[config.mk]
export PLATFORM = sky130hd
export DESIGN_NAME = xoshiro_random_generator
export DESIGN_NICKNAME = d
export VERILOG_FILES = /design/src/rtl/core/xrg_pkg.sv /design/src/rtl/core/xrg_cfg.sv /design/src/rtl/core/xrg_ctrl.sv /design/src/rtl/core/xrg_dp.sv /design/src/rtl/core/xoshiro_random_generator.sv
export SDC_FILE = /design/constraint.sdc
export NUM_CORES = 2
export LEC_CHECK = 0
export BUFFER_PORTS_ARGS = -buffer_cell sky130_fd_sc_hd__buf_2
export CORE_ASPECT_RATIO = 0.7
export CORE_MARGIN = 5
export CORE_UTILIZATION = 52
export DETAILED_ROUTE_END_ITERATION = 7
export PLACE_DENSITY = 0.69
export SLEW_MARGIN = 20
export SYNTH_ARGS = -nofsm -noshare
export SYNTH_HDL_FRONTEND = slang
export SYNTH_SLANG_ARGS = --single-unit
[constraint.sdc]
create_clock -name clk -period 12 [get_ports clk]
set_input_delay 0.6 -clock clk [delete_from_list [all_inputs] [get_ports clk]]
set_output_delay 0.6 -clock clk [all_outputs]
set_load 0.05 [all_outputs]
[src/rtl/core/xrg_pkg.sv]
`timescale 1ns / 1ps
// ----------------------------------------------------------------------------
// xrg_pkg
// Shared types and constants for the xoshiro256** generator.
// ----------------------------------------------------------------------------
package xrg_pkg;

	localparam int WordW   = 64;
	localparam int NumWords = 4;
	localparam int FracW   = 53;
	localparam int AddrW   = 4;
	localparam int WidxW   = $clog2(NumWords);

	localparam logic OP_DRAW   = 1'b0;
	localparam logic OP_RESEED = 1'b1;

	localparam logic [0:0] REG_SEED = 1'b0;

	localparam logic [WordW-1:0] INIT_WORDS [NumWords] = '{
		64'h853c49e6748fea9b,
		64'hda3e39cb94b95bdb,
		64'h7e46e4d7c5f3b298,
		64'h1a2b3c4d5e6f7a8b
	};

	localparam logic [WordW-1:0] GOLDEN_GAMMA = 64'h9e3779b97f4a7c15;
	localparam logic [WordW-1:0] MIX_MUL_A    = 64'hbf58476d1ce4e5b9;
	localparam logic [WordW-1:0] MIX_MUL_B    = 64'h94d049bb133111eb;

	localparam logic [1:0] MUL_LAST_STEP = 2'd2;

	typedef enum logic [3:0] {
		ST_IDLE,
		ST_DRAW_OUT,
		ST_RS_MIX,
		ST_RS_MULA,
		ST_RS_POSTA,
		ST_RS_MULB,
		ST_RS_STORE
	} state_t;

	typedef struct packed {
		logic             draw_load;
		logic             emit;
		logic             seed_init;
		logic             mix;
		logic             mul_en;
		logic [1:0]       mul_step;
		logic             mul_sel_b;
		logic             post_a;
		logic             store;
		logic [WidxW-1:0] widx;
	} cmd_t;

	typedef struct packed {
		logic out_free;
	} sts_t;

endpackage

[src/rtl/core/xrg_cfg.sv]
`timescale 1ns / 1ps
// ----------------------------------------------------------------------------
// xrg_cfg
// Configuration register file: holds the 64-bit seed.
// ----------------------------------------------------------------------------
module xrg_cfg (
	input  logic                      clk,
	input  logic                      arst_n,
	input  logic                      psel,
	input  logic                      penable,
	input  logic                      pwrite,
	input  logic [xrg_pkg::AddrW-1:0] paddr,
	input  logic [xrg_pkg::WordW-1:0] pwdata,
	output logic [xrg_pkg::WordW-1:0] prdata,
	output logic [xrg_pkg::WordW-1:0] seed
);
	import xrg_pkg::*;

	logic [WordW-1:0] seed_q;
	logic             hit;
	logic             wr_en;

	// one 8-byte register; byte lanes below bit 3 are not decoded
	assign hit   = (paddr[AddrW-1:3] == {(AddrW-3){1'b0}}) && (paddr[3] == REG_SEED);
	assign wr_en = psel && penable && pwrite && hit;

	always_ff @(posedge clk or negedge arst_n) begin
		if (!arst_n) begin
			seed_q <= '0;
		end else if (wr_en) begin
			seed_q <= pwdata;
		end
	end

	always_comb begin
		prdata = hit ? seed_q : '0;
		if (paddr[2:0] != 3'd0) begin
			prdata = hit ? seed_q : '0;
		end
	end

	assign seed = seed_q;

endmodule

[src/rtl/core/xrg_ctrl.sv]
`timescale 1ns / 1ps
// ----------------------------------------------------------------------------
// xrg_ctrl
// Sequencer for draw and reseed words; drives the datapath commands.
// ----------------------------------------------------------------------------
module xrg_ctrl (
	input  logic          clk,
	input  logic          arst_n,
	input  logic          in_valid,
	input  logic          opcode,
	input  xrg_pkg::sts_t sts,
	output xrg_pkg::cmd_t cmd,
	output logic          in_stall
);
	import xrg_pkg::*;

	state_t           state_q, state_nx;
	logic [1:0]       step_q;
	logic [WidxW-1:0] w_q;

	always_ff @(posedge clk or negedge arst_n) begin
		if (!arst_n) begin
			state_q <= ST_IDLE;
			step_q  <= '0;
			w_q     <= '0;
		end else begin
			state_q <= state_nx;
			if (state_q == ST_RS_MULA || state_q == ST_RS_MULB) begin
				step_q <= (step_q == MUL_LAST_STEP) ? 2'd0 : step_q + 2'd1;
			end
			if (cmd.seed_init) begin
				w_q <= '0;
			end else if (cmd.store) begin
				w_q <= w_q + 1'b1;
			end
		end
	end

	// next state
	always_comb begin
		state_nx = state_q;
		case (state_q)
			ST_IDLE: begin
				if (in_valid) begin
					state_nx = (opcode == OP_RESEED) ? ST_RS_MIX : ST_DRAW_OUT;
				end
			end
			ST_DRAW_OUT: begin
				if (sts.out_free) begin
					state_nx = ST_IDLE;
				end
			end
			ST_RS_MIX:   state_nx = ST_RS_MULA;
			ST_RS_MULA: begin
				if (step_q == MUL_LAST_STEP) begin
					state_nx = ST_RS_POSTA;
				end
			end
			ST_RS_POSTA: state_nx = ST_RS_MULB;
			ST_RS_MULB: begin
				if (step_q == MUL_LAST_STEP) begin
					state_nx = ST_RS_STORE;
				end
			end
			ST_RS_STORE: begin
				state_nx = (w_q == WidxW'(NumWords - 1)) ? ST_IDLE : ST_RS_MIX;
			end
			default:     state_nx = ST_IDLE;
		endcase
	end

	// outputs
	always_comb begin
		cmd          = '0;
		cmd.mul_step = step_q;
		cmd.widx     = w_q;
		in_stall     = 1'b1;
		case (state_q)
			ST_IDLE: begin
				in_stall = 1'b0;
				if (in_valid) begin
					cmd.draw_load = (opcode == OP_DRAW);
					cmd.seed_init = (opcode == OP_RESEED);
				end
			end
			ST_DRAW_OUT: cmd.emit = sts.out_free;
			ST_RS_MIX:   cmd.mix = 1'b1;
			ST_RS_MULA:  cmd.mul_en = 1'b1;
			ST_RS_POSTA: cmd.post_a = 1'b1;
			ST_RS_MULB: begin
				cmd.mul_en    = 1'b1;
				cmd.mul_sel_b = 1'b1;
			end
			ST_RS_STORE: cmd.store = 1'b1;
			default:     cmd = '0;
		endcase
	end

endmodule

[src/rtl/core/xrg_dp.sv]
`timescale 1ns / 1ps
// ----------------------------------------------------------------------------
// xrg_dp
// Datapath: generator state, output scrambler, SplitMix64 expansion with a
// shared 32x32 multiplier, and the output register.
// ----------------------------------------------------------------------------
module xrg_dp (
	input  logic                      clk,
	input  logic                      arst_n,
	input  xrg_pkg::cmd_t             cmd,
	output xrg_pkg::sts_t             sts,
	input  logic [xrg_pkg::WordW-1:0] seed,
	input  logic                      last_of_batch,
	output logic                      out_valid,
	input  logic                      out_stall,
	output logic [xrg_pkg::WordW-1:0] raw_value,
	output logic [xrg_pkg::FracW-1:0] uniform_fraction,
	output logic                      last
);
	import xrg_pkg::*;

	logic [WordW-1:0] gen_q [NumWords];
	logic [WordW-1:0] t_q;
	logic             mark_q;
	logic [WordW-1:0] raw_q;
	logic             last_q;
	logic             valid_q;
	logic [WordW-1:0] ctr_q;
	logic [WordW-1:0] z_q;
	logic [WordW-1:0] acc_q;

	logic [WordW-1:0] n0, n1, n2, n3, n3x;
	logic [WordW-1:0] rot7, scr;
	logic [WordW-1:0] ctr_nx;
	logic [WordW-1:0] mul_k;
	logic [31:0]      mul_a, mul_b;
	logic [WordW-1:0] pp;

	// xoshiro256 step
	always_comb begin
		n2  = gen_q[2] ^ gen_q[0];
		n3x = gen_q[3] ^ gen_q[1];
		n1  = gen_q[1] ^ n2;
		n0  = gen_q[0] ^ n3x;
		n2  = n2 ^ {gen_q[1][WordW-18:0], 17'd0};
		n3  = {n3x[WordW-46:0], n3x[WordW-1:WordW-45]};
	end

	// scrambler second half: rotl(t, 7) * 9
	assign rot7 = {t_q[WordW-8:0], t_q[WordW-1:WordW-7]};
	assign scr  = {rot7[WordW-4:0], 3'd0} + rot7;

	assign ctr_nx = ctr_q + GOLDEN_GAMMA;

	// low 64 bits of z * k over three partial products
	assign mul_k = cmd.mul_sel_b ? MIX_MUL_B : MIX_MUL_A;
	always_comb begin
		case (cmd.mul_step)
			2'd0: begin
				mul_a = z_q[31:0];
				mul_b = mul_k[31:0];
			end
			2'd1: begin
				mul_a = z_q[31:0];
				mul_b = mul_k[63:32];
			end
			default: begin
				mul_a = z_q[63:32];
				mul_b = mul_k[31:0];
			end
		endcase
	end
	assign pp = WordW'(mul_a) * WordW'(mul_b);

	always_ff @(posedge clk or negedge arst_n) begin
		if (!arst_n) begin
			for (int i = 0; i < NumWords; i++) begin
				gen_q[i] <= INIT_WORDS[i];
			end
		end else if (cmd.draw_load) begin
			gen_q[0] <= n0;
			gen_q[1] <= n1;
			gen_q[2] <= n2;
			gen_q[3] <= n3;
		end else if (cmd.store) begin
			gen_q[cmd.widx] <= acc_q ^ (acc_q >> 31);
		end
	end

	always_ff @(posedge clk or negedge arst_n) begin
		if (!arst_n) begin
			valid_q <= 1'b0;
		end else if (cmd.emit) begin
			valid_q <= 1'b1;
		end else if (!out_stall) begin
			valid_q <= 1'b0;
		end
	end

	always_ff @(posedge clk) begin
		if (cmd.draw_load) begin
			t_q    <= {gen_q[1][WordW-3:0], 2'd0} + gen_q[1];
			mark_q <= last_of_batch;
		end
		if (cmd.emit) begin
			raw_q  <= scr;
			last_q <= mark_q;
		end
		if (cmd.seed_init) begin
			ctr_q <= seed;
		end else if (cmd.mix) begin
			ctr_q <= ctr_nx;
		end
		if (cmd.mix) begin
			z_q <= ctr_nx ^ (ctr_nx >> 30);
		end else if (cmd.post_a) begin
			z_q <= acc_q ^ (acc_q >> 27);
		end
		if (cmd.mul_en) begin
			if (cmd.mul_step == 2'd0) begin
				acc_q <= pp;
			end else begin
				acc_q <= acc_q + {pp[31:0], 32'd0};
			end
		end
	end

	assign sts.out_free      = !valid_q || !out_stall;
	assign out_valid         = valid_q;
	assign raw_value         = raw_q;
	assign uniform_fraction  = raw_q[WordW-1:WordW-FracW];
	assign last              = last_q;

endmodule

[src/rtl/core/xoshiro_random_generator.sv]
`timescale 1ns / 1ps
// ----------------------------------------------------------------------------
// xoshiro_random_generator
// xoshiro256** generator with SplitMix64 reseeding from a seed register.
// ----------------------------------------------------------------------------
// A draw word steps the state and registers s1*5 on acceptance, then loads
// rotl(.,7)*9 into the output register. The block takes the next word while
// a result waits, but holds a draw before that load until the output register
// is free. A reseed word gives no result: it loads the counter on acceptance,
// then for each state word adds the gamma, runs two 64-bit multiplies on one
// 32x32 multiplier between the mixing steps, and stores the word. The seed
// register sits at byte address 0 and is read back.
module xoshiro_random_generator (
	input  logic                      clk,
	input  logic                      arst_n,
	input  logic                      in_valid,
	output logic                      in_stall,
	input  logic                      opcode,
	input  logic                      last_of_batch,
	output logic                      out_valid,
	input  logic                      out_stall,
	output logic [xrg_pkg::WordW-1:0] raw_value,
	output logic [xrg_pkg::FracW-1:0] uniform_fraction,
	output logic                      last,
	input  logic                      psel,
	input  logic                      penable,
	input  logic                      pwrite,
	input  logic [xrg_pkg::AddrW-1:0] paddr,
	input  logic [xrg_pkg::WordW-1:0] pwdata,
	output logic [xrg_pkg::WordW-1:0] prdata,
	output logic                      pready
);
	import xrg_pkg::*;

	cmd_t             cmd;
	sts_t             sts;
	logic [WordW-1:0] seed;

	assign pready = 1'b1;

	xrg_cfg u_cfg (
		.clk     (clk),
		.arst_n  (arst_n),
		.psel    (psel),
		.penable (penable),
		.pwrite  (pwrite),
		.paddr   (paddr),
		.pwdata  (pwdata),
		.prdata  (prdata),
		.seed    (seed)
	);

	xrg_ctrl u_ctrl (
		.clk      (clk),
		.arst_n   (arst_n),
		.in_valid (in_valid),
		.opcode   (opcode),
		.sts      (sts),
		.cmd      (cmd),
		.in_stall (in_stall)
	);

	xrg_dp u_dp (
		.clk              (clk),
		.arst_n           (arst_n),
		.cmd              (cmd),
		.sts              (sts),
		.seed             (seed),
		.last_of_batch    (last_of_batch),
		.out_valid        (out_valid),
		.out_stall        (out_stall),
		.raw_value        (raw_value),
		.uniform_fraction (uniform_fraction),
		.last             (last)
	);

	// a reseed never produces a result word
	a_reseed_silent: assert property (@(posedge clk) disable iff (!arst_n)
		(in_valid && !in_stall && opcode == OP_RESEED) |=> !$rose(out_valid))
		else $error("result word after reseed");

	// a draw into an empty output register is shown after the output state loads the result register
	a_draw_latency: assert property (@(posedge clk) disable iff (!arst_n)
		(in_valid && !in_stall && opcode == OP_DRAW && !out_valid) |-> ##2 out_valid)
		else $error("draw result late");

	// a new result only appears after a busy cycle
	a_emit_busy: assert property (@(posedge clk) disable iff (!arst_n)
		$rose(out_valid) |-> $past(in_stall))
		else $error("result without draw in progress");

endmodule

### Word level (Yosys, flattened, before mapping)

Index checks and enable logic that the tools add are counted.

* bits in registers: 651
* bits of input ports: 77
* output and inout bits: 185
* word-level logic and storage cells: 107

* add/subtract/negate cells: 6
* multiply operators: 1
* magnitude comparators: 2
* eq/ne operators: 14
* muxes and demuxes: 39
* bitwise gates (word level): 11
* reduce and logical (&&, ||, !) cells: 18

Operator list (count)
* 256-bit 2-to-1 mux: 2
* 64-bit 2-to-1 mux: 7
* 64-bit bitwise XOR: 5
* 256-bit bitwise mux: 1
* 64-bit adder: 3
* 64-bit demux with 2-bit select: 1
* 64-bit adder, second input constant: 1
* 32-bit by 32-bit multiplier with 64-bit output: 1
* 32-bit 2-to-1 mux: 2
* 64-bit by 33-bit bitwise XOR with 64-bit output: 1
* 64-bit by 34-bit bitwise XOR with 64-bit output: 1
* 64-bit by 37-bit bitwise XOR with 64-bit output: 1
* 62-bit 2-to-1 mux: 1
* 4-bit case mux with 7 select lines: 1
* 4-bit 2-to-1 mux: 4
* 2-bit 2-to-1 mux: 7
* 1-bit 2-to-1 mux: 13
* 4-bit by 3-bit equality test with 1-bit output, second input constant: 3
* 4-bit by 2-bit equality test with 1-bit output, second input constant: 2
* 2-bit nonzero test: 4
* 7-bit OR reduction: 1
* 2-bit inequality test, second input constant: 3
* 2-bit by 1-bit adder with 2-bit output, second input constant: 2
* 2-bit equality test, second input constant: 2
* other kinds (14): 22

### Longest topological paths before layout

* word-level depth: 11
* gate-level depth with buffers: 43
* mapped depth without buffers: 41

### Cells and area by module

From an unflattened synthesis, not the netlist that was laid out.

* cells, all modules: 7238
* area, all modules: 70770.4 µm²

Modules (own cells, without submodules)
* xrg_dp: times used 1, cells an instance 6976, area each 67115.6 µm², seq. area each 16279.4 µm²
* xrg_cfg: times used 1, cells an instance 207, area each 3130.5 µm², seq. area each 1601.5 µm²
* xrg_ctrl: times used 1, cells an instance 53, area each 513.0 µm², seq. area each 175.2 µm²
* xoshiro_random_generator: times used 1, cells an instance 2, area each 11.3 µm², seq. area each 0.0 µm²

### Worst setup path after synthesis

No wires, ideal clock.

* path type: reg2reg
* from: register u_ctrl.state_q[1]
* to: register u_dp.acc_q[63] (data pin)
* setup time: 0.260 ns
* arrival: 9.798 ns
* data required time: 11.740 ns
* setup slack: 1.942 ns
* stages on the path, launching flop included: 37
* path buffers: 4
* clock period less this slack: 10.058 ns
* path through: dfrtp_1 nand3_1 nand2_1 buf_2 buf_1 mux2i_1 clkbuf_1 nor2b_1 fa_1 fa_1 fa_1 inv_1 fa_1 inv_1 fa_1 inv_1 fa_1 inv_1 fa_1 fa_1 ha_1 clkbuf_1 a21o_1 a221o_1 a21oi_1 o21ai_0 nor2b_1 nor3_1 xnor2_1 ha_1 nand2_1 nor3_1 a2111oi_2 a21oi_1 a31o_1 xnor2_1 mux2_2

* longest elaborated chain between the ends: 9
* elaborated cells on any way between the ends: 19
* classes of those cells: 1 x add/sub; 1 x mul; 7 x eq/ne; 6 x mux; 4 x reduce/logical

Ends and longest elaborated chain
* start, declared: line xrg_ctrl.sv:17 `state_t state_q, state_nx;`
* start signal, assigned: line xrg_ctrl.sv:27 `state_q <= state_nx;`
* 4-bit by 1-bit equality test with 1-bit output (tied with other cells): line xrg_ctrl.sv:78 `case (state_q)`
* 7-bit OR reduction (no source line)
* 2-bit 2-to-1 mux: line xrg_ctrl.sv:78
* 2-bit by 1-bit equality test with 1-bit output / 2-bit zero test (equally long branches): line xrg_dp.sv:58, xrg_dp.sv:120
* 2-bit OR reduction (no source line)
* 32-bit 2-to-1 mux: line xrg_dp.sv:58 `case (cmd.mul_step)`
* 32-bit by 32-bit multiplier with 64-bit output: line xrg_dp.sv:73 `assign pp = WordW'(mul_a) * WordW'(mul_b);`
* 64-bit adder: line xrg_dp.sv:123 `acc_q <= acc_q + {pp[31:0], 32'd0};`
* 64-bit 2-to-1 mux (*): line xrg_dp.sv:120 `if (cmd.mul_step == 2'd0) begin`
* end signal, assigned: line xrg_dp.sv:121 `acc_q <= pp;`
* end signal, assigned: line xrg_dp.sv:123
* end, declared: line xrg_dp.sv:30 `logic [WordW-1:0] acc_q;`

Every way passes the cells marked *; elsewhere a longest branch is shown, timed or not.
A chain may end at the register's enable or synchronous reset.

### Worst setup path in the final report

* from: register u_ctrl.state_q[0]
* to: register u_dp.acc_q[63] (data pin)

Same word-level chain as after synthesis.

==> summary.txt <==
Status
  • Status: complete, no violations

Synth
  • Seq/Total Area, Yosys: between 20% and 30%
  • Synth area leader: fa_1
  • Fraction of registers with async set/reset: roughly 50%
  • Synth warn: 0
  • Top FF cell, synth: edfxtp_1
  • Number of synthesized register bits: 650
  • Top post-synthesis cells by area: fa_1 (24%), edfxtp_1 (14%), ha_1 (8.9%), dfrtp_1 (6.7%), inv_1 (5.5%)
  • Post-Syn Area: around 69000 µm²
  • Cells after synthesis: 7079
  • Syn Nets: between 8000 and 9000
  • EDFF count, synth: 322
  • Number of distinct library cells after synthesis: 111
  • Syn avg cell area: ~10 µm²
  • Post-synth top area share: between 20% and 30%

Global routing
  • Global-route wire length before repair: around 350 mm
  • Initial antenna violation count: 10
  • Largest net degree at the start of global routing: 169
  • All-Layer GR Usage: roughly 34%
  • GR Overflow Total: 0
  • Vias in the first global route: roughly 53000

Job
  • Max cap viols: 0

Routing
  • DRC: 0
  • Routed vias: 53900
  • Router iterations before antenna repair: 6
  • Post-route ant nets: 0
  • Final wirelength: between 200 and 250 mm
  • Drt via density: between 5 and 6
  • Iter 0 DRT Violations: between 6000 and 7000
  • Routed WL per cell: approximately 26 µm

STA
  • Slew HR: between 20% and 30%
  • Max Slew Vio Count: 0
  • Fin worst setup slack: 620 ps
  • Max Fclk: a little under 0.09 GHz
  • Final-report hold violation count: 0
  • Crit path time final: 11380 ps
  • Setup TNS: 0 ps
  • Period utilization: 94.8%
  • Final setup fails: 0
  • RSZ-0062 raised after global routing: false
  • Final Skew: 59.6 ps
  • Slew @ Worst Pin: about 1100 ps

Worst setup path
  • Worst setup SP type: flop
  • R2r startpoint: u_ctrl.state_q[0]$_DFFE_PN0P_
  • CP max-delay cell: nor2b_1
  • Critical path type: reg -> reg
  • Max stage delay on crit path: between 700 and 800 ps
  • Crit-path most repeated cell: fa_1
  • Worst reg2reg setup slack: approximately 620 ps
  • Crit end category: flop
  • Crit Reg-Reg Endpoint: u_dp.acc_q[63]$_DFFE_PN_
  • Critical path fanouts, max: 16
  • Worst R2R Path Depth: 38
  • Required @ worst endpoint: ~12000 ps
  • Arrival @ worst endpoint: approximately 12000 ps

Clocking
  • Worst skew pair latency: slightly below 700 ps
  • Total clock sinks: 650
  • Clock root cell: clkbuf_16
  • CTS tree: yes
  • Max H-tree Level: 3
  • Clk buf depth: 3
  • Cts bufs inserted: between 70 and 80
  • Worst-path clk slew: roughly 60 ps

Finish
  • Share of layout cells above drive strength 1: approximately 11%
  • Post-layout nets: ~8600
  • Final non-filler cell area: around 75000 µm²
  • Area Overhead vs Synth: 7.98%
  • Final cell utilization of the core: between 50% and 60%

Placement
  • Routability cong.: between 1 and 1.5
  • Area after DPL: between 70000 and 80000 µm²
  • Detailed placement HPWL: ~190 mm
  • Port Buf Inserts: approximately 260
  • Dpl ws: about 600 ps

Floorplanning
  • Die ar.: 140000 µm²
  • Initial core utilization: around 53%
  • Placeable Area: approximately 130000 µm²
  • Io pins: ~260
  • Die Wd: between 400 and 500 µm
  • Die height: about 310 µm
  • Row count: 111

Min path
  • Min-delay worst type: in -> reg
  • Hold_sp: last_of_batch
  • Worst hold endpoint: u_dp.mark_q$_DFFE_PP_
  • Worst hold stages: 1
-- cells in the mapped netlist (21+ instances only) --
master and number:
mux2_2 88, nor2_1 515, buf_4 54, clkbuf_1 263, a31oi_1 33, or2_2 21
nand2b_1 87, a211oi_1 49, fa_1 829, nor3_1 73, xor2_1 181, dfstp_2 143
a22oi_1 33, xnor2_1 366, ha_1 490, o31ai_1 31, dfrtp_1 185, o311ai_0 36
nand2_1 501, or3_1 27, nand4_1 39, inv_1 1008, o211ai_1 77, a21o_1 124
o21ai_0 373, nand3_1 82, edfxtp_1 322, o21bai_1 39, and2_1 121, and3_1 34
o31a_1 34, nor2b_1 135, a21oi_1 407
-- final cells by class --
type / count / area, µm²
Multi-Input combinational cell: 5073 / 45700
Clock buffer: 95 / 2050
Clock inverter: 40 / 485
Sequential cell: 650 / 18100
Tap cell: 1751 / 2190
Fill cell: 11600 / 56900
Antenna cell: 2 / 5.00
Inverter: 1014 / 3810
Timing Repair Buffer: 368 / 2170
-- sequential cells by signal (all words and copies together), names as in the netlist --
signal          flops
u_cfg.seed         64
u_ctrl.state_q      3
u_ctrl.step_q       2
u_ctrl.w_q          2
u_dp.acc_q         64
u_dp.ctr_q         64
u_dp.gen_q        256
u_dp.last           1
u_dp.mark_q         1
u_dp.out_valid      1
u_dp.raw_value     64
u_dp.t_q           64
u_dp.z_q           64
-- routing by layer --
metal  wire (µm)  vias to the layer above  track usage, %  part of all wire (%)
met1      107000                    26900            53.1                    46
li1            -                    23600               -                     -
met2       88600                     3155            42.8                    38
met3       34900                      276            13.0                    15
met5         437                        -            2.10                  0.19
met4        4420                       12            6.07                   1.9
-- cell usage in the layout, fill, tap and decap left out, types with 39 or more instances in the layout --
cell type and n:
nand2_1 496, nor3_1 71, nand3_1 81, inv_1 1008, dfstp_2 143, o211ai_1 77
and2_1 120, a21oi_1 406, nand2b_1 87, xnor2_1 366, o21ai_0 371, o21bai_1 39
a21o_1 124, buf_2 256, nor2_1 513, buf_4 107, nand4_1 39, clkbuf_16 76
mux2_2 88, dfrtp_1 185, nor2b_1 135, a211oi_1 49, xor2_1 181, fa_1 829
ha_1 486, edfxtp_1 322
-- through the flow --
| step | hold WS, ps | instances |
|---|---|---|
| 6_report | 103 | 8993 |
| 5_1_grt | 63.5 | 8991 |
| 4_1_cts | 59.7 | 8991 |
| 3_5_place_dp | 424 | 8855 |
| 3_3_place_gp | 406 | 8855 |
| 2_1_floorplan | 304 | 7079 |
-- timing repair --
item,4_1_cts,5_1_grt
setup endpoints to repair,0,1
resized for setup,0,1
setup buffers,0,0
hold buffers,1,0
endpoints found under the hold margin,86,0
-- cell families after synthesis --
family,count (synthesis),synth area share (%)
AOI/OAI and AO/OA,1405,12.9
xor gates and xnor gates,549,6.99
adders and majority gates,1319,32.9
buffers and inverters,1356,7.72
DFF,650,26.2
muxes,108,1.73
other,1,0.00543
and+or+nand+nor,1691,11.6
-- worst max-delay path by stage --
stage / from / endpoint / slack, ps / cells past startpoint
after CTS: u_ctrl.state_q[0]$_DFFE_PN0P_ / u_dp.acc_q[63]$_DFFE_PN_ / 510 / 37
after global placement: u_ctrl.state_q[0]$_DFFE_PN0P_ / u_dp.acc_q[63]$_DFFE_PN_ / 740 / 37
after detailed placement: u_ctrl.state_q[0]$_DFFE_PN0P_ / u_dp.acc_q[63]$_DFFE_PN_ / 600 / 37
final: u_ctrl.state_q[0]$_DFFE_PN0P_ / u_dp.acc_q[63]$_DFFE_PN_ / 620 / 38
after global routing: u_ctrl.state_q[0]$_DFFE_PN0P_ / u_dp.acc_q[63]$_DFFE_PN_ / 280 / 37
after floorplan: u_ctrl.state_q[1]$_DFFE_PN0P_ / u_dp.acc_q[63]$_DFFE_PN_ / 1940 / 36
-- worst max-delay path: cells and delay by family, from the launching register on --
| family | cells | cell delay (ps) |
|---|---|---|
| adders and majority gates | 11 | 4900 |
| and+or+nand+nor | 12 | 2660 |
| buffers and inverters | 5 | 620 |
| xor gates and xnor gates | 2 | 350 |
| muxes | 1 | 260 |
| AOI/OAI and AO/OA | 7 | 1780 |
| DFF | 1 | 530 |
Power is left out: the tool's default activity adds up to more than one toggle a clock period on the data nets, which glitch-free logic cannot reach.
